**config.mk**
```make
export PLATFORM = sky130hd
export DESIGN_NAME = arpc_ctrl
export DESIGN_NICKNAME = d
export VERILOG_FILES = /design/src/hdl/arpc_pkg.sv /design/src/hdl/arpc_ctrl.sv
export SDC_FILE = /design/constraint.sdc
export NUM_CORES = 1
export LEC_CHECK = 0
export ABC_AREA = 1
export BUFFER_PORTS_ARGS = -buffer_cell sky130_fd_sc_hd__buf_2
export CAP_MARGIN = 30
export CELL_PAD_IN_SITES_DETAIL_PLACEMENT = 1
export CELL_PAD_IN_SITES_GLOBAL_PLACEMENT = 2
export CORE_AREA = 2 2 39 41
export DETAILED_ROUTE_END_ITERATION = 8
export DIE_AREA = 0 0 41 43
export PLACE_DENSITY_LB_ADDON = 0.2
export SLEW_MARGIN = 10
export SYNTH_ARGS = -nofsm -noshare
export SYNTH_HDL_FRONTEND = slang
export SYNTH_SLANG_ARGS = --single-unit
```
**constraint.sdc**
```tcl
create_clock -name clk -period 1.5 [get_ports clk]
set_input_delay 0.225 -clock clk [delete_from_list [all_inputs] [get_ports clk]]
set_output_delay 0.225 -clock clk [all_outputs]
set_load 0.1 [all_outputs]
```
**src/hdl/arpc_pkg.sv**
```systemverilog
// ============================================================================
// arpc_pkg
// Types, sizes and codes shared by the ARP cache lookup and learn unit.
// ============================================================================
package arpc_pkg;

  localparam int ENTRIES = 1024;
  localparam int PORTS   = 2;

  localparam int IDX_W     = $clog2(ENTRIES);
  localparam int CNT_W     = $clog2(ENTRIES + 1);
  localparam int PORT_W    = (PORTS > 1) ? $clog2(PORTS) : 1;
  localparam int ADDR_W    = PORT_W + IDX_W;
  localparam int MEM_DEPTH = 2 ** ADDR_W;

  localparam int PORT_IN_W     = 1;
  localparam int IP_W          = 32;
  localparam int MAC_W         = 48;
  localparam int TIME_W        = 32;
  localparam int TIMEOUT_W     = 16;
  localparam int ENTRY_INDEX_W = 10;

  localparam logic [1:0] ST_FREE     = 2'd0;
  localparam logic [1:0] ST_PENDING  = 2'd1;
  localparam logic [1:0] ST_RESOLVED = 2'd2;

  localparam logic [TIMEOUT_W-1:0] RESOLVED_TIMEOUT_RESET = 16'd60;
  localparam logic [TIMEOUT_W-1:0] PENDING_TIMEOUT_RESET  = 16'd1;

  localparam int PADDR_W   = 3;
  localparam int PDATA_W   = 32;
  localparam int REG_IDX_W = PADDR_W - 2;

  localparam logic [REG_IDX_W-1:0] REG_RESOLVED_TIMEOUT = 1'd0;
  localparam logic [REG_IDX_W-1:0] REG_PENDING_TIMEOUT  = 1'd1;

  typedef struct packed {
    logic [PORT_IN_W-1:0] port;
    logic [IP_W-1:0]      ip_addr;
    logic                 has_mac;
    logic [MAC_W-1:0]     mac_in;
    logic [TIME_W-1:0]    now_seconds;
  } in_item_t;

  typedef struct packed {
    logic [ENTRY_INDEX_W-1:0] entry_index;
    logic                     resolved;
    logic [MAC_W-1:0]         mac_out;
    logic                     send_request;
    logic                     added;
    logic                     table_full;
  } out_item_t;

  typedef struct packed {
    logic [1:0]        status;
    logic [IP_W-1:0]   ip;
    logic [MAC_W-1:0]  mac;
    logic [TIME_W-1:0] stamp;
  } entry_t;

  typedef struct packed {
    logic [TIMEOUT_W-1:0] resolved_timeout;
    logic [TIMEOUT_W-1:0] pending_timeout;
  } cfg_t;

  typedef struct packed {
    logic start;
    logic scan;
    logic miss;
    logic load_out;
  } dp_cmd_t;

  typedef struct packed {
    logic hit;
    logic scan_end;
    logic out_free;
  } dp_status_t;

  typedef enum logic [1:0] {
    S_IDLE,
    S_SCAN,
    S_MISS,
    S_RESULT
  } state_t;

  // Port numbers beyond the last table fold onto the last table.
  function automatic logic [PORT_W-1:0] port_select(input logic [PORT_IN_W-1:0] p);
    if (int'(p) >= PORTS) begin
      return PORT_W'(PORTS - 1);
    end
    return PORT_W'(p);
  endfunction

endpackage

```
**src/hdl/arpc_ctrl.sv**
```systemverilog
// ============================================================================
// arpc_ctrl
// Sequencer for one lookup: accept, scan the table, insert on a miss,
// then hand the result to the output register.
// ============================================================================
module arpc_ctrl (
  input  logic                 clk,
  input  logic                 rst,
  input  logic                 lookup_valid,
  output logic                 lookup_ready,
  input  arpc_pkg::dp_status_t st,
  output arpc_pkg::dp_cmd_t    cmd
);
  import arpc_pkg::*;

  state_t state;
  state_t state_next;

  always_ff @(posedge clk) begin
    if (rst) begin
      state <= S_IDLE;
    end else begin
      state <= state_next;
    end
  end

  always_comb begin
    state_next = state;
    case (state)
      S_IDLE: begin
        if (lookup_valid) state_next = S_SCAN;
      end
      S_SCAN: begin
        if (st.hit) begin
          state_next = S_RESULT;
        end else if (st.scan_end) begin
          state_next = S_MISS;
        end
      end
      S_MISS: begin
        state_next = S_RESULT;
      end
      S_RESULT: begin
        if (st.out_free) state_next = S_IDLE;
      end
      default: begin
        state_next = S_IDLE;
      end
    endcase
  end

  always_comb begin
    cmd          = '0;
    lookup_ready = 1'b0;
    case (state)
      S_IDLE: begin
        lookup_ready = 1'b1;
        cmd.start    = lookup_valid;
      end
      S_SCAN: begin
        cmd.scan = 1'b1;
      end
      S_MISS: begin
        cmd.miss = 1'b1;
      end
      S_RESULT: begin
        cmd.load_out = st.out_free;
      end
      default: ;
    endcase
  end

endmodule

```
==> flow_summary.rst <==
.. list-table::
   :header-rows: 1

   * - Metric
     - Value
   * - Max Buffers Root-to-Sink
     - 2
   * - Post-synth top flop
     - sky130_fd_sc_hd__dfxtp_1
   * - Area of the core region
     - ~0.0014 sq mm
   * - Post-Syn Area
     - 200 sq um
   * - Synth Net Count
     - 41
   * - Startpoint class of the critical path
     - flip-flop
   * - Most instantiated library cell after synthesis
     - sky130_fd_sc_hd__nand2_1
   * - Hold Crit Start
     - rst
   * - Portion of synthesized cell area occupied by the leading cell type
     - 0.250
   * - Leading registers by flop count
     - state x2
   * - Total Die Area
     - roughly 0.0018 sq mm
   * - Synth Area per Inst
     - 6.46 sq um
   * - RSZ-0062 raised after global routing
     - no
   * - DRC violation count after routing
     - 0
   * - Post-synth EDFFs
     - 0
   * - CTS HTree Levels
     - 1
   * - Worst R2R Start
     - state[1]$_SDFFE_PP0P_
   * - Portion of the post-synthesis area used by sequential elements
     - 0.200
   * - Hold Buf Count CTS
     - 0
   * - Worst Skew
     - 0.00776 ns
   * - Final period demand of the worst path
     - between 1 and 1.5 ns
   * - Filler cell count in the final layout
     - roughly 170
   * - Number of setup violations in the final report
     - 0
   * - XOR/XNOR share of the synthesized area
     - 0
   * - Critical path peak fanout
     - 4
   * - Initial cell density of the core
     - 0.145
   * - Required arrival time at the worst endpoint
     - about 1.3 ns
   * - Combined area of the multi-input logic cells
     - between 150 and 200 sq um
   * - Dpl cells
     - 57
   * - Critical Path Sink Type
     - output pin
   * - Synthesized-area fraction occupied by and/or/nand/nor cells
     - 0.394
   * - Combinational family with the most area after synthesis
     - simple AND/OR/NAND/NOR gates
   * - Initial antenna violation count
     - 0
   * - Root buffer cell
     - sky130_fd_sc_hd__clkbuf_4
   * - Number of gates resized after CTS
     - 3
   * - Cells after synthesis
     - 31
   * - Largest area contributor in the netlist
     - sky130_fd_sc_hd__ha_1
   * - Status
     - completed
   * - Final wirelength
     - roughly 510 microns
   * - Startpoint-to-endpoint class of the critical path
     - flip-flop to output pin
   * - Flip-flop count of the largest register, all copies and words added
     - 2
   * - Vias in the first global route
     - roughly 230
   * - Top-level port count
     - 11
   * - Vias per inst
     - around 3.8
   * - Final routed wire length divided by cell count
     - between 8 and 9 microns
   * - Count of TritonRoute iterations in the first routing pass
     - 1
   * - Clock tree from TritonCTS
     - built
   * - Overall die width
     - about 40 microns
   * - Antenna cells
     - 0
   * - Number of cell rows
     - 14
   * - Proportion of synthesized area in mux cells
     - 0
   * - Overall routing resource usage
     - 0.0760
   * - Maximum clock rate
     - 703 MHz
   * - DRT iter0 DRCs
     - 0
   * - Routability-driven placement congestion ratio
     - ~0.63
   * - Aggregate global routing overflow
     - 0
   * - Syn. warnings
     - 0
   * - Remaining antenna violation count after routing
     - 0
   * - Final Instance Area
     - approximately 400 sq um
   * - Clock latency on the worst-skew pair
     - 0.23 ns
   * - Register name with the most flops
     - state
   * - Number of input and output port buffers inserted
     - 10
   * - Final Hold Viols
     - 0
   * - Fin cells
     - 60
   * - Number of max-capacitance violations reported
     - 0
   * - Vias after detailed routing
     - approximately 230
   * - Top post-synthesis cells by area
     - sky130_fd_sc_hd__ha_1 25%, sky130_fd_sc_hd__dfxtp_1 20%, sky130_fd_sc_hd__nand2_1 15%
   * - Unique masters post-synth
     - 11
   * - Number of max-slew violations in the final report
     - 0
   * - Max-slew headroom
     - 0.902
   * - Compound-cell area share of the yosys netlist
     - 0.0250
   * - End-of-flow core utilization
     - 0.283
   * - Register area
     - around 43 sq um
   * - Cell area after placement
     - between 300 and 400 sq um
   * - FFs w/ async S/R, synth
     - 0
   * - Pin count of the biggest net entering global routing
     - 5
   * - Die height
     - between 40 and 50 microns
   * - Ratio of final minimum period to clock period
     - 0.948
   * - Synth-to-layout area growth
     - 95.6%
   * - Total Neg Setup Slack
     - 0 ns
   * - Count of nets after finishing
     - 56
   * - Layout cells sized above 1
     - 0.545
   * - Hpwl dp
     - about 420 microns
   * - First-pass GRT wire length
     - 841 microns
   * - Measured slew at the worst slew-check pin
     - 0.146 ns
   * - Clk sinks
     - 2
   * - Number of storage elements in the synthesis netlist
     - 2
   * - Launch point of the worst path
     - state[1]$_SDFFE_PP0P_
   * - Setup Buffers After CTS
     - 0
   * - Worst path arrival time
     - 1.20 ns
   * - Class of the most critical hold timing path
     - input pin to flip-flop
   * - Cell types with the highest counts after synthesis
     - 8 x sky130_fd_sc_hd__nand2_1, 6 x sky130_fd_sc_hd__inv_1, 4 x sky130_fd_sc_hd__ha_1, 4 x sky130_fd_sc_hd__nor2_1
   * - Clock slew at reported path FFs
     - roughly 0.030 ns
   * - Total CTS buffers
     - 3
   * - Synthesized-area fraction occupied by adder cells
     - 0.250
==> per-layer routing <==
| metal | global-route usage | wire [microns] |
|---|---|---|
| met1 | 0.0762 | 198 |
| met2 | 0.106 | 258 |
| met3 | 0.0157 | 26 |
| met4 | 0.100 | 21 |
| met5 | 0 | 0 |
==> cell type report <==
| type | instances | share of cell area |
|---|---|---|
| Sequential cell | 2 | 0.109 |
| Inverter | 7 | 0.0767 |
| Multi-Input combinational cell | 22 | 0.387 |
| Tap cell | 16 | 0.0511 |
| Timing Repair Buffer | 10 | 0.319 |
| Clock buffer | 3 | 0.0575 |
==> worst max-delay path, stage by stage, from the launching register on <==
cell	delay, ns
sky130_fd_sc_hd__dfxtp_2	0.34
sky130_fd_sc_hd__inv_1	0.09
sky130_fd_sc_hd__ha_4	0.20
sky130_fd_sc_hd__nand2_2	0.08
sky130_fd_sc_hd__clkinvlp_4	0.09
sky130_fd_sc_hd__buf_12	0.17
==> worst paths after layout <==
kind | to | slack, ns | depth (start not counted)
max reg2reg | state[1]$_SDFFE_PP0P_ | 0.36 | 6
min reg2reg | state[0]$_SDFFE_PP0P_ | 0.62 | 4
min | state[0]$_SDFFE_PP0P_ | 0.24 | 4
max | cmd[3] | 0.08 | 5
==> kinds of logic (layout without fill, tap and decap cells) <==
| kind of cell | after synthesis | after routing |
|---|---|---|
| AND/OR/NAND/NOR | 17 | 17 |
| buffers and inverters | 7 | 20 |
| adder cells (fa/ha/maj) | 4 | 4 |
| flip-flops | 2 | 2 |
| AO/OA/AOI/OAI | 1 | 1 |
==> cells in the final DEF (no fill, tap or decap), drive strengths merged <==
cell type  count
nor2           5
buf           10
clkinvlp       1
dfxtp          2
nand3          2
nand2         10
clkbuf         3
ha             4
inv            6
a21oi          1
==> metrics by stage <==
| stage | hold slack, ns | worst slack (ns) |
|---|---|---|
| detailed placement | 0.485 | 0.172 |
| floorplan | 0.380 | -0.229 |
| global placement | 0.473 | 0.196 |
| global route | 0.245 | 0.0171 |
| finish | 0.242 | 0.0776 |
| CTS | 0.234 | 0.0124 |
Power is not shown: default switching activity piles up to over one toggle a cycle in this logic, so the estimate is an artifact.
