### config.mk
export PLATFORM = sky130hd
export DESIGN_NAME = arpc_regs
export DESIGN_NICKNAME = d
export VERILOG_FILES = /design/src/hdl/arpc_pkg.sv /design/src/hdl/arpc_regs.sv
export SDC_FILE = /design/constraint.sdc
export NUM_CORES = 1
export LEC_CHECK = 0
export BUFFER_PORTS_ARGS = -buffer_cell sky130_fd_sc_hd__clkbuf_2
export CORE_MARGIN = 2
export CORE_UTILIZATION = 43
export CTS_BUF_LIST = sky130_fd_sc_hd__clkbuf_16
export CTS_CLUSTER_DIAMETER = 200
export DETAILED_ROUTE_END_ITERATION = 7
export PLACE_DENSITY = 0.85
export SLEW_MARGIN = 20
export SYNTH_ARGS = -nofsm -noshare
export SYNTH_HDL_FRONTEND = slang
export SYNTH_SLANG_ARGS = --single-unit
### constraint.sdc
create_clock -name clk -period 1.31 [get_ports clk]
set_clock_uncertainty 0.15 [all_clocks]
set_input_delay 0.1965 -clock clk [delete_from_list [all_inputs] [get_ports clk]]
set_output_delay 0.1965 -clock clk [all_outputs]
set_load 0.01 [all_outputs]
### src/hdl/arpc_pkg.sv
// ============================================================================
// arpc_pkg
// Types, sizes and codes shared by the ARP cache lookup and learn unit.
// ============================================================================
package arpc_pkg;

  localparam int ENTRIES = 1024;
  localparam int PORTS   = 2;

  localparam int IDX_W     = $clog2(ENTRIES);
  localparam int CNT_W     = $clog2(ENTRIES + 1);
  localparam int PORT_W    = (PORTS > 1) ? $clog2(PORTS) : 1;
  localparam int ADDR_W    = PORT_W + IDX_W;
  localparam int MEM_DEPTH = 2 ** ADDR_W;

  localparam int PORT_IN_W     = 1;
  localparam int IP_W          = 32;
  localparam int MAC_W         = 48;
  localparam int TIME_W        = 32;
  localparam int TIMEOUT_W     = 16;
  localparam int ENTRY_INDEX_W = 10;

  localparam logic [1:0] ST_FREE     = 2'd0;
  localparam logic [1:0] ST_PENDING  = 2'd1;
  localparam logic [1:0] ST_RESOLVED = 2'd2;

  localparam logic [TIMEOUT_W-1:0] RESOLVED_TIMEOUT_RESET = 16'd60;
  localparam logic [TIMEOUT_W-1:0] PENDING_TIMEOUT_RESET  = 16'd1;

  localparam int PADDR_W   = 3;
  localparam int PDATA_W   = 32;
  localparam int REG_IDX_W = PADDR_W - 2;

  localparam logic [REG_IDX_W-1:0] REG_RESOLVED_TIMEOUT = 1'd0;
  localparam logic [REG_IDX_W-1:0] REG_PENDING_TIMEOUT  = 1'd1;

  typedef struct packed {
    logic [PORT_IN_W-1:0] port;
    logic [IP_W-1:0]      ip_addr;
    logic                 has_mac;
    logic [MAC_W-1:0]     mac_in;
    logic [TIME_W-1:0]    now_seconds;
  } in_item_t;

  typedef struct packed {
    logic [ENTRY_INDEX_W-1:0] entry_index;
    logic                     resolved;
    logic [MAC_W-1:0]         mac_out;
    logic                     send_request;
    logic                     added;
    logic                     table_full;
  } out_item_t;

  typedef struct packed {
    logic [1:0]        status;
    logic [IP_W-1:0]   ip;
    logic [MAC_W-1:0]  mac;
    logic [TIME_W-1:0] stamp;
  } entry_t;

  typedef struct packed {
    logic [TIMEOUT_W-1:0] resolved_timeout;
    logic [TIMEOUT_W-1:0] pending_timeout;
  } cfg_t;

  typedef struct packed {
    logic start;
    logic scan;
    logic miss;
    logic load_out;
  } dp_cmd_t;

  typedef struct packed {
    logic hit;
    logic scan_end;
    logic out_free;
  } dp_status_t;

  typedef enum logic [1:0] {
    S_IDLE,
    S_SCAN,
    S_MISS,
    S_RESULT
  } state_t;

  // Port numbers beyond the last table fold onto the last table.
  function automatic logic [PORT_W-1:0] port_select(input logic [PORT_IN_W-1:0] p);
    if (int'(p) >= PORTS) begin
      return PORT_W'(PORTS - 1);
    end
    return PORT_W'(p);
  endfunction

endpackage

### src/hdl/arpc_regs.sv
// ============================================================================
// arpc_regs
// APB register file holding the resolved and pending timeouts.
// ============================================================================
module arpc_regs (
  input  logic                          clk,
  input  logic                          rst,
  input  logic                          psel,
  input  logic                          penable,
  input  logic                          pwrite,
  input  logic [arpc_pkg::PADDR_W-1:0]  paddr,
  input  logic [arpc_pkg::PDATA_W-1:0]  pwdata,
  output logic [arpc_pkg::PDATA_W-1:0]  prdata,
  output logic                          pready,
  output arpc_pkg::cfg_t                cfg
);
  import arpc_pkg::*;

  logic [REG_IDX_W-1:0] reg_idx;
  logic                 wr_en;

  assign reg_idx = paddr[PADDR_W-1:2];
  assign wr_en   = psel && penable && pwrite;
  assign pready  = 1'b1;

  always_ff @(posedge clk) begin
    if (rst) begin
      cfg.resolved_timeout <= RESOLVED_TIMEOUT_RESET;
      cfg.pending_timeout  <= PENDING_TIMEOUT_RESET;
    end else if (wr_en) begin
      case (reg_idx)
        REG_RESOLVED_TIMEOUT: cfg.resolved_timeout <= pwdata[TIMEOUT_W-1:0];
        REG_PENDING_TIMEOUT:  cfg.pending_timeout  <= pwdata[TIMEOUT_W-1:0];
        default: ;
      endcase
    end
  end

  always_comb begin
    case (reg_idx)
      REG_RESOLVED_TIMEOUT: prdata = PDATA_W'(cfg.resolved_timeout);
      REG_PENDING_TIMEOUT:  prdata = PDATA_W'(cfg.pending_timeout);
      default:              prdata = '0;
    endcase
  end

endmodule

==> results.txt, run 1 <==
----------------------------------------------------
[Status]
  Run status ... finished, violations left
  Failing checks ... negative setup slack

[Finish]
  Post-layout net count ... about 310
  Register with the most flip-flops ... cfg
  Share of cells above drive strength 1 ... 0.602
  Antenna diode instance count ... 0
  Final non-filler cell area ... 0.00254 mm2
  Biggest registers after layout ... cfg: 32 flops
  Layout-stage area growth over the synthesis result ... 48.6%
  Max reg flops ... 32

[Setup path]
  Largest driver fanout on the critical path ... 2
  Required time worst endpoint ... about 960 ps
  Crit Path Class ... reg2out
  Worst R2R Setup Slack ... 430 ps
  Series of cell instances along the critical path ... mux2_4, buf_6
  Worst path max stage delay ... 310 ps
  CP Launch Type ... register
  Cell at the slowest stage of the critical path ... sky130_fd_sc_hd__dfxtp_2
  Crit path arrival time ... roughly 980 ps
  Endpoint type of the worst setup path ... primary output

[Floorplanning]
  Vertical die dimension ... 67.1 um
  Die W ... around 67 um
  Placeable core region ... 0.00374 mm2
  Top-Level Pins ... approximately 110
  DIE AREA ... about 0.0045 mm2
  Initial core utilization ... 0.457
  Row cnt ... 22

[Global route]
  Global-route usage over all layers ... 0.176
  Vias in the first global route ... 1326
  Global-route wire length before repair ... roughly 5900 um
  Initial antenna violation count ... 0
  Global-route congestion overflow total ... 0
  Largest net degree at the start of global routing ... between 50 and 60

[Pwr]
  Maximum vdd drop ... approximately 700 uV
  Cell Pwr Density ... between 1000 and 1500 mW/mm2
  Leakage component of the power ... ~1.3 nW
  PnR Total Power ... between 2 and 3 mW

[Synthesis]
  Netlist area before placement ... about 0.0017 mm2
  Post-synthesis cell count ... roughly 170
  Synthesized area per cell ... 10.4 um2
  Number of register bits inferred by synthesis ... 32
  Library cells used by synthesis ... 15
  Number of warnings printed during yosys synthesis ... 0
  Largest area contributor in the synthesized netlist ... sky130_fd_sc_hd__dfxtp_1
  Top area cells in the synthesized netlist ... sky130_fd_sc_hd__dfxtp_1, sky130_fd_sc_hd__mux2i_1, sky130_fd_sc_hd__nand2b_1, sky130_fd_sc_hd__mux2_2, sky130_fd_sc_hd__buf_4
  Part of the Yosys area used for sequential elements ... 0.375
  Fraction of post-synthesis cell area in the top cell type by area ... 0.375

[Clock network]
  Post-CTS clock slew at the launch and capture registers of the worst setup and hold paths ... around 50 ps
  Number of buffers created by CTS ... 5
  Clock tree from TritonCTS ... done
  H-tree levels ... 2
  Hold buffer count at cts ... 0
  Clock net sink count ... 32
  CTS Buffer Depth ... 2
  Latest clock arrival within the worst-skew pair ... approximately 270 ps
  Clock tree root driver cell ... sky130_fd_sc_hd__clkbuf_16

[Detailed routing]
  Router iterations before antenna repair ... 4
  Number of vias in the routed layout ... 1429
  Routed wire per std cell ... 12.7 um
  DRT antenna net count ... 0
  Routed Wire Length ... between 3000 and 4000 um
  Remaining DRCs ... 0
  Number of DRC markers in iteration 0 ... a little under 70
  Average vias per placed instance ... 4.55

[STA]
  Ratio of final minimum period to clock period ... 1.01
  Final number of max-transition violations ... 0
  Fmax ... 755 MHz
  Post-route worst setup slack ... -15.1 ps
  Final hold violation count ... 0
  Fin Hold WS ... roughly 21 ps
  Final setup viols ... 12
  Minimum clock period after layout ... between 1000 and 1500 ps
  Unrepaired setup endpoints after global routing ... yes

[Placement]
  Post-place instance area ... between 0.002 and 0.0025 mm2
  Gpl congestion ... ~0.7
  Worst-case setup slack after placement ... 6.58 ps
  Number of input and output port buffers inserted ... 69
  DPL Wire Length ... roughly 2400 um

[Hold path]
  Worst Hold Class ... in2reg

[Run]
  Number of maximum-capacitance violations ... 0

----------------------------------------------------
report_power, final:
group	switching [mW]	internal [mW]	total, mW	leakage [nW]
Combinational	0.161	0.177	0.337	0.938
Clock	0.399	0.882	1.28	0.0789
Sequential	0.0122	1.00	1.01	0.270
repair_timing:
item | 4_1_cts | 5_1_grt
endpoints found under the setup margin | 16 | 16
setup buffers | 30 | 0
gates resized for setup | 33 | 21
through the flow:
step	setup TNS, ps	instances	util
2_1_floorplan	0	180	-
3_3_place_gp	0	276	0.544
3_5_place_dp	0	276	0.544
4_1_cts	-59.5	314	0.660
5_1_grt	-462	314	0.679
6_report	-74.9	314	0.679
synth_stat cells (all sizes together):
| cell type | count |
|---|---|
| dfxtp | 32 |
| nand4b | 1 |
| conb | 2 |
| nand4 | 1 |
| mux2 | 16 |
| and4 | 1 |
| mux2i | 32 |
| and4b | 1 |
| buf | 22 |
| nand2b | 43 |
| clkbuf | 4 |
| nor2 | 10 |
critical path: cells and delay by family, from the launching register on:
kind                   cells  cell delay, ps
buffers and inverters      1             120
flip-flops                 1             310
multiplexers               1             270
area by class of cell:
cell class                      instances  area (um2)
Multi-Input combinational cell        122         958
Clock buffer                            5         125
Tap cell                               48        60.1
Fill cell                             308        1200
Clock inverter                          3        37.5
Timing Repair Buffer                  104         681
Sequential cell                        32         679
path summary, 6_finish.rpt:
kind / start / end / depth (start not counted)
worst max-delay path: cfg[30]$_SDFFE_PP0P_ / prdata[14] / 2
worst max register to register: cfg[0]$_SDFFE_PP1P_ / cfg[0]$_SDFFE_PP1P_ / 3
worst min register to register: cfg[28]$_SDFFE_PP0P_ / cfg[28]$_SDFFE_PP0P_ / 2
worst min-delay path: pwdata[2] / cfg[2]$_SDFFE_PP0P_ / 3
logic make-up (layout without fill, tap and decap cells):
logic type / Yosys count / in the layout / synth area share
buffers and inverters: 26 / 112 / 0.116
DFF: 32 / 32 / 0.375
and+or+nand+nor: 57 / 57 / 0.213
muxes: 48 / 48 / 0.293
other: 2 / 17 / 0.00439
routing by layer:
layer / vias to the layer above / track usage / part of all wire
met4: 0 / 0.0612 / 0.0038
met1: 661 / 0.206 / 0.44
met5: - / 0 / 0
li1: 713 / - / -
met3: 2 / 0.0473 / 0.070
met2: 53 / 0.307 / 0.49
placed cells by master, fill, tap and decap left out, types with 2 or more instances in the layout:
cell type	instances
sky130_fd_sc_hd__conb_1	17
sky130_fd_sc_hd__clkbuf_2	62
sky130_fd_sc_hd__buf_4	32
sky130_fd_sc_hd__nand2b_1	43
sky130_fd_sc_hd__buf_6	8
sky130_fd_sc_hd__clkbuf_16	5
sky130_fd_sc_hd__mux2_4	8
sky130_fd_sc_hd__dfxtp_2	31
sky130_fd_sc_hd__mux2i_1	32
sky130_fd_sc_hd__nor2_1	10
sky130_fd_sc_hd__mux2_2	8
sky130_fd_sc_hd__buf_12	2
sky130_fd_sc_hd__clkinv_1	2
(Power assumes the default switching activity.)
==> run 2: changes to the inputs <==
Settings changed: TNS_END_PERCENT set to 20.
Clock period 1.31 ns to 1.26 ns, I/O delays scaled along.
==> run 2 against run 1 <==
  * The flow still finishes with violations (negative setup slack)
  * Largest power group unchanged
  * Setup slack got worse by 42 ps
  * Worst hold slack got worse by 5.4 ps
  * Critical endpoint is now prdata[4]
  * Die area unchanged
  * Flip-flop and latch count is the same
  * Cell area shrank 8.3%
  * Total power up 2.0%
==> results.txt, run 2 (same netlist as run 1, synthesis figures left out) <==
----------------------------------------------------
[Floorplanning]
  Placeable core region ... 0.00374 mm2 (unchanged)
  Top-Level Pins ... 105 (unchanged)
  Initial core utilization ... 0.457 (unchanged)
  Die W ... 67.1 um (unchanged)
  Row cnt ... 22 (unchanged)
  Vertical die dimension ... 67.1 um (unchanged)
  DIE AREA ... 0.00450 mm2 (unchanged)

[Setup path]
  Worst path max stage delay ... 320 ps (about the same)
  Largest delay share family, worst path ... flip-flops
  Series of cell instances along the critical path ... mux2_4, buf_6
  Required time worst endpoint ... 920 ps (-40 ps)
  Largest driver fanout on the critical path ... 3 (+1)
  Crit path arrival time ... 980 ps (about the same)
  Crit Path Class ... reg2out
  Endpoint type of the worst setup path ... primary output
  CP Launch Type ... register
  Cell at the slowest stage of the critical path ... sky130_fd_sc_hd__dfxtp_2
  Worst path buffer plus inverter count ... 1 (unchanged)

[STA]
  Final setup viols ... 16 (+4)
  Post-route worst setup slack ... -57.4 ps (-42.3 ps)
  Unrepaired setup endpoints after global routing ... yes
  Setup TNS ... -724 ps (-649 ps)
  Final number of max-transition violations ... 0 (unchanged)
  Fmax ... roughly 760 MHz
  Fin Hold WS ... 15.6 ps (-5.43 ps)
  Final hold violation count ... 0 (unchanged)
  Ratio of final minimum period to clock period ... 1.05
  Minimum clock period after layout ... about 1300 ps

[Finish]
  Share of cells above drive strength 1 ... 0.567 (-0.0342)
  Layout-stage area growth over the synthesis result ... 36.2%
  Commonest non-fill, non-tap cells in the layout ... sky130_fd_sc_hd__clkbuf_2, sky130_fd_sc_hd__nand2b_1, sky130_fd_sc_hd__mux2i_1, sky130_fd_sc_hd__dfxtp_2, sky130_fd_sc_hd__conb_1
  Biggest registers after layout ... cfg: 32 flops
  Post-layout net count ... 284 (-6.9%)
  Max reg flops ... 32 (unchanged)
  Number of fillers in the final layout ... 342 (+11%)
  Register with the most flip-flops ... cfg
  Most common cell after layout, fill and taps aside ... sky130_fd_sc_hd__clkbuf_2
  Antenna diode instance count ... 0 (unchanged)

[Global route]
  Global-route congestion overflow total ... 0 (unchanged)
  Global-route usage over all layers ... 0.166 (-0.00994)
  Initial antenna violation count ... 0 (unchanged)
  Vias in the first global route ... 1218 (-8.1%)
  Largest net degree at the start of global routing ... 54 (unchanged)
  Global-route wire length before repair ... 5660 um (-4.3%)

[Hold path]
  Worst Hold Class ... in2reg

[Detailed routing]
  Remaining DRCs ... 0 (unchanged)
  Routed Wire Length ... 3480 um (-13%)
  Routed wire per std cell ... 11.9 um (-6.3%)
  Average vias per placed instance ... 4.57 (+0.42%)
  Router iterations before antenna repair ... 4 (unchanged)
  DRT antenna net count ... 0 (unchanged)
  Number of DRC markers in iteration 0 ... 64 (-5.9%)
  Number of vias in the routed layout ... 1339 (-6.3%)

[Clock network]
  CTS Buffer Depth ... 2 (unchanged)
  H-tree levels ... 2 (unchanged)
  Clock tree root driver cell ... sky130_fd_sc_hd__clkbuf_16
  Post-CTS clock slew at the launch and capture registers of the worst setup and hold paths ... 50 ps (about the same)
  Clock net sink count ... 32 (unchanged)
  Clock tree from TritonCTS ... done
  Number of buffers created by CTS ... 5 (unchanged)
  Latest clock arrival within the worst-skew pair ... 270 ps (about the same)

[Placement]
  Number of input and output port buffers inserted ... 69 (unchanged)
  DPL Wire Length ... 2600 um (+6.4%)
  Gpl congestion ... 0.685 (about the same)

[Pwr]
  Maximum vdd drop ... 756 uV (+8.5%)
  Leakage component of the power ... 1.16 nW (-9.9%)
  Cell Pwr Density ... 1150 mW/mm2 (+11%)

[Status]
  Run status ... finished, violations left
  Failing checks ... negative setup slack

[Run]
  Number of maximum-capacitance violations ... 0 (unchanged)

----------------------------------------------------
==> run 2: report_power, final <==
group / switching, mW / internal, mW / leakage [nW]
registers: 0.0162 / 1.04 / 0.269
clock network: 0.395 / 0.919 / 0.0850
logic: 0.153 / 0.159 / 0.805
==> run 2: path summary, 6_finish.rpt <==
path	startpoint	endpoint	slack, ps	cells after the start
setup / recovery	cfg[20]$_SDFFE_PP1P_	prdata[4]	-60	2
hold / removal	pwdata[2]	cfg[2]$_SDFFE_PP0P_	20	3
setup reg to reg	cfg[18]$_SDFFE_PP1P_	cfg[18]$_SDFFE_PP1P_	350	3
hold reg to reg	cfg[16]$_SDFFE_PP0P_	cfg[16]$_SDFFE_PP0P_	320	2
==> run 2: layer usage <==
| metal | track usage | vias up | wire length, um |
|---|---|---|---|
| li1 | - | 674 | - |
| met1 | 0.210 | 611 | 1540 |
| met2 | 0.267 | 52 | 1660 |
| met3 | 0.0524 | 2 | 266 |
| met4 | 0.0536 | 0 | 15 |
| met5 | 0 | - | 0 |
==> run 2: per-stage QoR <==
step / setup slack [ps] / instances / cell area [um2] / utilization / total power, mW
3_3_place_gp: -32.8 / 278 / 2050 / 0.548 / 1.36
3_5_place_dp: -59.8 / 278 / 2050 / 0.548 / 1.37
2_1_floorplan: 91.1 / 180 / 1770 / - / 1.29
4_1_cts: -64.3 / 292 / 2300 / 0.614 / 2.71
6_report: -57.4 / 293 / 2330 / 0.622 / 2.68
5_1_grt: -87.1 / 293 / 2330 / 0.622 / 2.82
==> run 2: final cells by class <==
cell class / count / area, um2 / area share
Sequential cell: 32 / 678 / 0.291
Multi-Input combinational cell: 122 / 940 / 0.403
Clock buffer: 5 / 125 / 0.0537
Clock inverter: 3 / 38.8 / 0.0166
Timing Repair Buffer: 83 / 488 / 0.209
Tap cell: 48 / 60.1 / 0.0258
==> run 2: repair_timing <==
item | CTS | global route
endpoints found under the setup margin | 16 | 16
resized for setup | 28 | 9
hold buffers | 0 | 0
setup buffers | 6 | 1
==> run 2: worst min-delay path: cells and delay by family <==
family | cells | cell delay, ps
buffers and inverters | 1 | 90
AND/OR/NAND/NOR | 1 | 60
multiplexers | 1 | 60
==> run 3: changes to the inputs <==
--- a/constraint.sdc
+++ b/constraint.sdc
@@ -4,2 +4,2 @@
 set_output_delay 0.189 -clock clk [all_outputs]
-set_load 0.01 [all_outputs]
+set_load 0.05 [all_outputs]
==> run 3 against run 2 <==
  * The flow still finishes with violations (negative setup slack)
  * Sequential share of layout area fell by 1.9 points
  * Register-to-register slack gained 40 ps
  * Global-route usage increased by 0.78 points
  * Worst hold slack improved by 5.5 ps
  * Wire length grew 8.6%
  * Combinational power grew 87%
  * Die area did not move
  * Total power is 1.8% higher
  * Final cell count fell by 1.0%
==> results.txt, run 3 (same netlist as run 1, synthesis figures left out) <==
----------------------------------------------------
[Status]
  Run status ... finished, violations left
  Failing checks ... negative setup slack

[Finish]
  Final non-filler cell area ... 0.00250 mm2 (+7.2%)
  Post-layout net count ... 281 (-1.1%)
  Layout-stage area growth over the synthesis result ... 46.0%
  Core occupancy in the finished layout ... 0.667 (+0.0448)
  Biggest registers after layout ... cfg: 32 flops
  Antenna diode instance count ... 0 (unchanged)
  Register with the most flip-flops ... cfg
  Share of cells above drive strength 1 ... 0.558 (-0.00950)
  Commonest non-fill, non-tap cells in the layout ... sky130_fd_sc_hd__clkbuf_2, sky130_fd_sc_hd__nand2b_1, sky130_fd_sc_hd__mux2i_1, sky130_fd_sc_hd__dfxtp_2
  Max reg flops ... 32 (unchanged)
  Post-route insts no fill ... 290 (-1.0%)
  Number of fillers in the final layout ... 297 (-13%)
  Most common cell after layout, fill and taps aside ... sky130_fd_sc_hd__clkbuf_2

[STA]
  Final number of max-transition violations ... 0 (unchanged)
  Fin Hold WS ... 21.1 ps (+5.50 ps)
  Setup TNS ... -1530 ps (-808 ps)
  Unrepaired setup endpoints after global routing ... yes
  Final setup viols ... 16 (unchanged)
  Minimum clock period after layout ... 1370 ps (+49.1 ps)
  Ratio of final minimum period to clock period ... 1.08 (+0.0390)
  Final hold violation count ... 0 (unchanged)
  Fmax ... 732 MHz (-3.6%)
  Post-route worst setup slack ... -107 ps (-49.1 ps)

[Clock network]
  Clock net sink count ... 32 (unchanged)
  Number of buffers created by CTS ... 5 (unchanged)
  H-tree levels ... 2 (unchanged)
  Post-CTS clock slew at the launch and capture registers of the worst setup and hold paths ... 50 ps (about the same)
  Clock tree from TritonCTS ... done
  CTS Buffer Depth ... 2 (unchanged)
  Latest clock arrival within the worst-skew pair ... 260 ps (about the same)
  Clock tree root driver cell ... sky130_fd_sc_hd__clkbuf_16
  Hold buffer count at cts ... 0 (unchanged)

[Detailed routing]
  Average vias per placed instance ... 4.60 (+0.66%)
  Router iterations before antenna repair ... 4 (unchanged)
  Remaining DRCs ... 0 (unchanged)
  Number of DRC markers in iteration 0 ... 47 (-27%)
  DRT antenna net count ... 0 (unchanged)
  Number of vias in the routed layout ... 1334 (-0.37%)
  Routed wire per std cell ... 13.0 um (+9.7%)
  Routed Wire Length ... 3780 um (+8.6%)

[Setup path]
  Largest driver fanout on the critical path ... 3 (unchanged)
  Worst R2R Setup Slack ... 390 ps (+40 ps)
  Endpoint type of the worst setup path ... primary output
  Crit Path Class ... reg2out
  Number of cell instances on the worst register-to-register path ... 3 (unchanged)
  Required time worst endpoint ... 920 ps (about the same)
  CP Launch Type ... register
  Crit path arrival time ... 1030 ps (+50 ps)

[Pwr]
  Cell Pwr Density ... 1090 mW/mm2 (-5.1%)
  Switching power as a share of total power ... 0.285 (+0.0746)
  Clock network fraction of design power ... 0.398 (-0.092)
  PnR Total Power ... 2.73 mW (+1.8%)
  Logic pwr share ... 0.214 (+0.098)
  Maximum vdd drop ... 617 uV (-18%)
  Net switching power figure ... 0.778 mW (+38%)
  Pint ... 1.95 mW (-7.8%)
  Leakage component of the power ... 1.21 nW (+4.1%)
  Proportion of power drawn by flip-flops and latches ... 0.388 (-0.006)

[Placement]
  DPL Wire Length ... 2530 um (-2.5%)
  Post-place instance area ... 0.00209 mm2 (+1.8%)
  Gpl congestion ... 0.681 (-0.55%)
  Cell Count Post-Placement ... 277 (-0.36%)
  Number of input and output port buffers inserted ... 69 (unchanged)
  Worst-case setup slack after placement ... -139 ps (-79.4 ps)

[Run]
  Number of maximum-capacitance violations ... 0 (unchanged)

[Floorplanning]
  Vertical die dimension ... 67.1 um (unchanged)
  Placeable core region ... 0.00374 mm2 (unchanged)
  Top-Level Pins ... 105 (unchanged)
  DIE AREA ... 0.00450 mm2 (unchanged)
  Initial core utilization ... 0.457 (unchanged)
  Die W ... 67.1 um (unchanged)
  Row cnt ... 22 (unchanged)

[Global route]
  Global-route usage over all layers ... 0.174 (+0.00777)
  Initial antenna violation count ... 0 (unchanged)
  Global-route congestion overflow total ... 0 (unchanged)
  Vias in the first global route ... 1267 (+4.0%)
  Largest net degree at the start of global routing ... 54 (unchanged)
  Global-route wire length before repair ... 5840 um (+3.2%)

[Hold path]
  Worst Hold Class ... in2reg
  WHS Path Cells ... 3 (unchanged)

----------------------------------------------------
==> run 3: changes by cell type in the layout (fill, tap and decap cells not counted), sizes merged <==
cell	delta
buf	+17
clkbuf	-20
inv	+1
bufinv	-1
==> run 3: what timing repair did <==
action / CTS / global route
resized for setup: 48 / 33
gates cloned: 0 / 0
buffers inserted: 4 / 1
endpoints found under the setup margin: 18 / 25
==> run 3: routing by layer <==
layer	GRT usage	routed length [um]
met5	0	0
met4	0.0536	41
met3	0.0541	260
met2	0.307	1890
met1	0.199	1580
==> run 3: layout make-up <==
class                   instances  area, um2  share of cell area
multi-input cells             122        970               0.388
flip-flops and latches         32        679               0.272
well taps                      48       60.1              0.0240
clock inverters                 3       11.3             0.00451
repair buffers                 80        652               0.261
clock buffers                   5        125              0.0501
==> run 3: path summary, 6_finish.rpt <==
path	start	to
hold / removal	pwdata[3]	cfg[3]$_SDFFE_PP0P_
hold reg to reg	cfg[31]$_SDFFE_PP0P_	cfg[31]$_SDFFE_PP0P_
setup reg to reg	cfg[21]$_SDFFE_PP1P_	cfg[21]$_SDFFE_PP1P_
setup / recovery	cfg[23]$_SDFFE_PP0P_	prdata[7]
==> run 3: worst max-delay path, cell delays in order, from the launching register on <==
cell and delay, ps:
sky130_fd_sc_hd__dfxtp_2 330, sky130_fd_sc_hd__mux2_4 280, sky130_fd_sc_hd__buf_8 150
==> run 3: power groups by stage <==
stage | sequential [mW] | clock (mW) | combinational (mW)
after global routing | 1.06 | 1.16 | 0.612
after floorplan | 1.15 | 0 | 0.364
final | 1.06 | 1.09 | 0.584
after global placement | 1.08 | 0 | 0.509
after CTS | 1.06 | 1.11 | 0.563
after detailed placement | 1.08 | 0 | 0.515
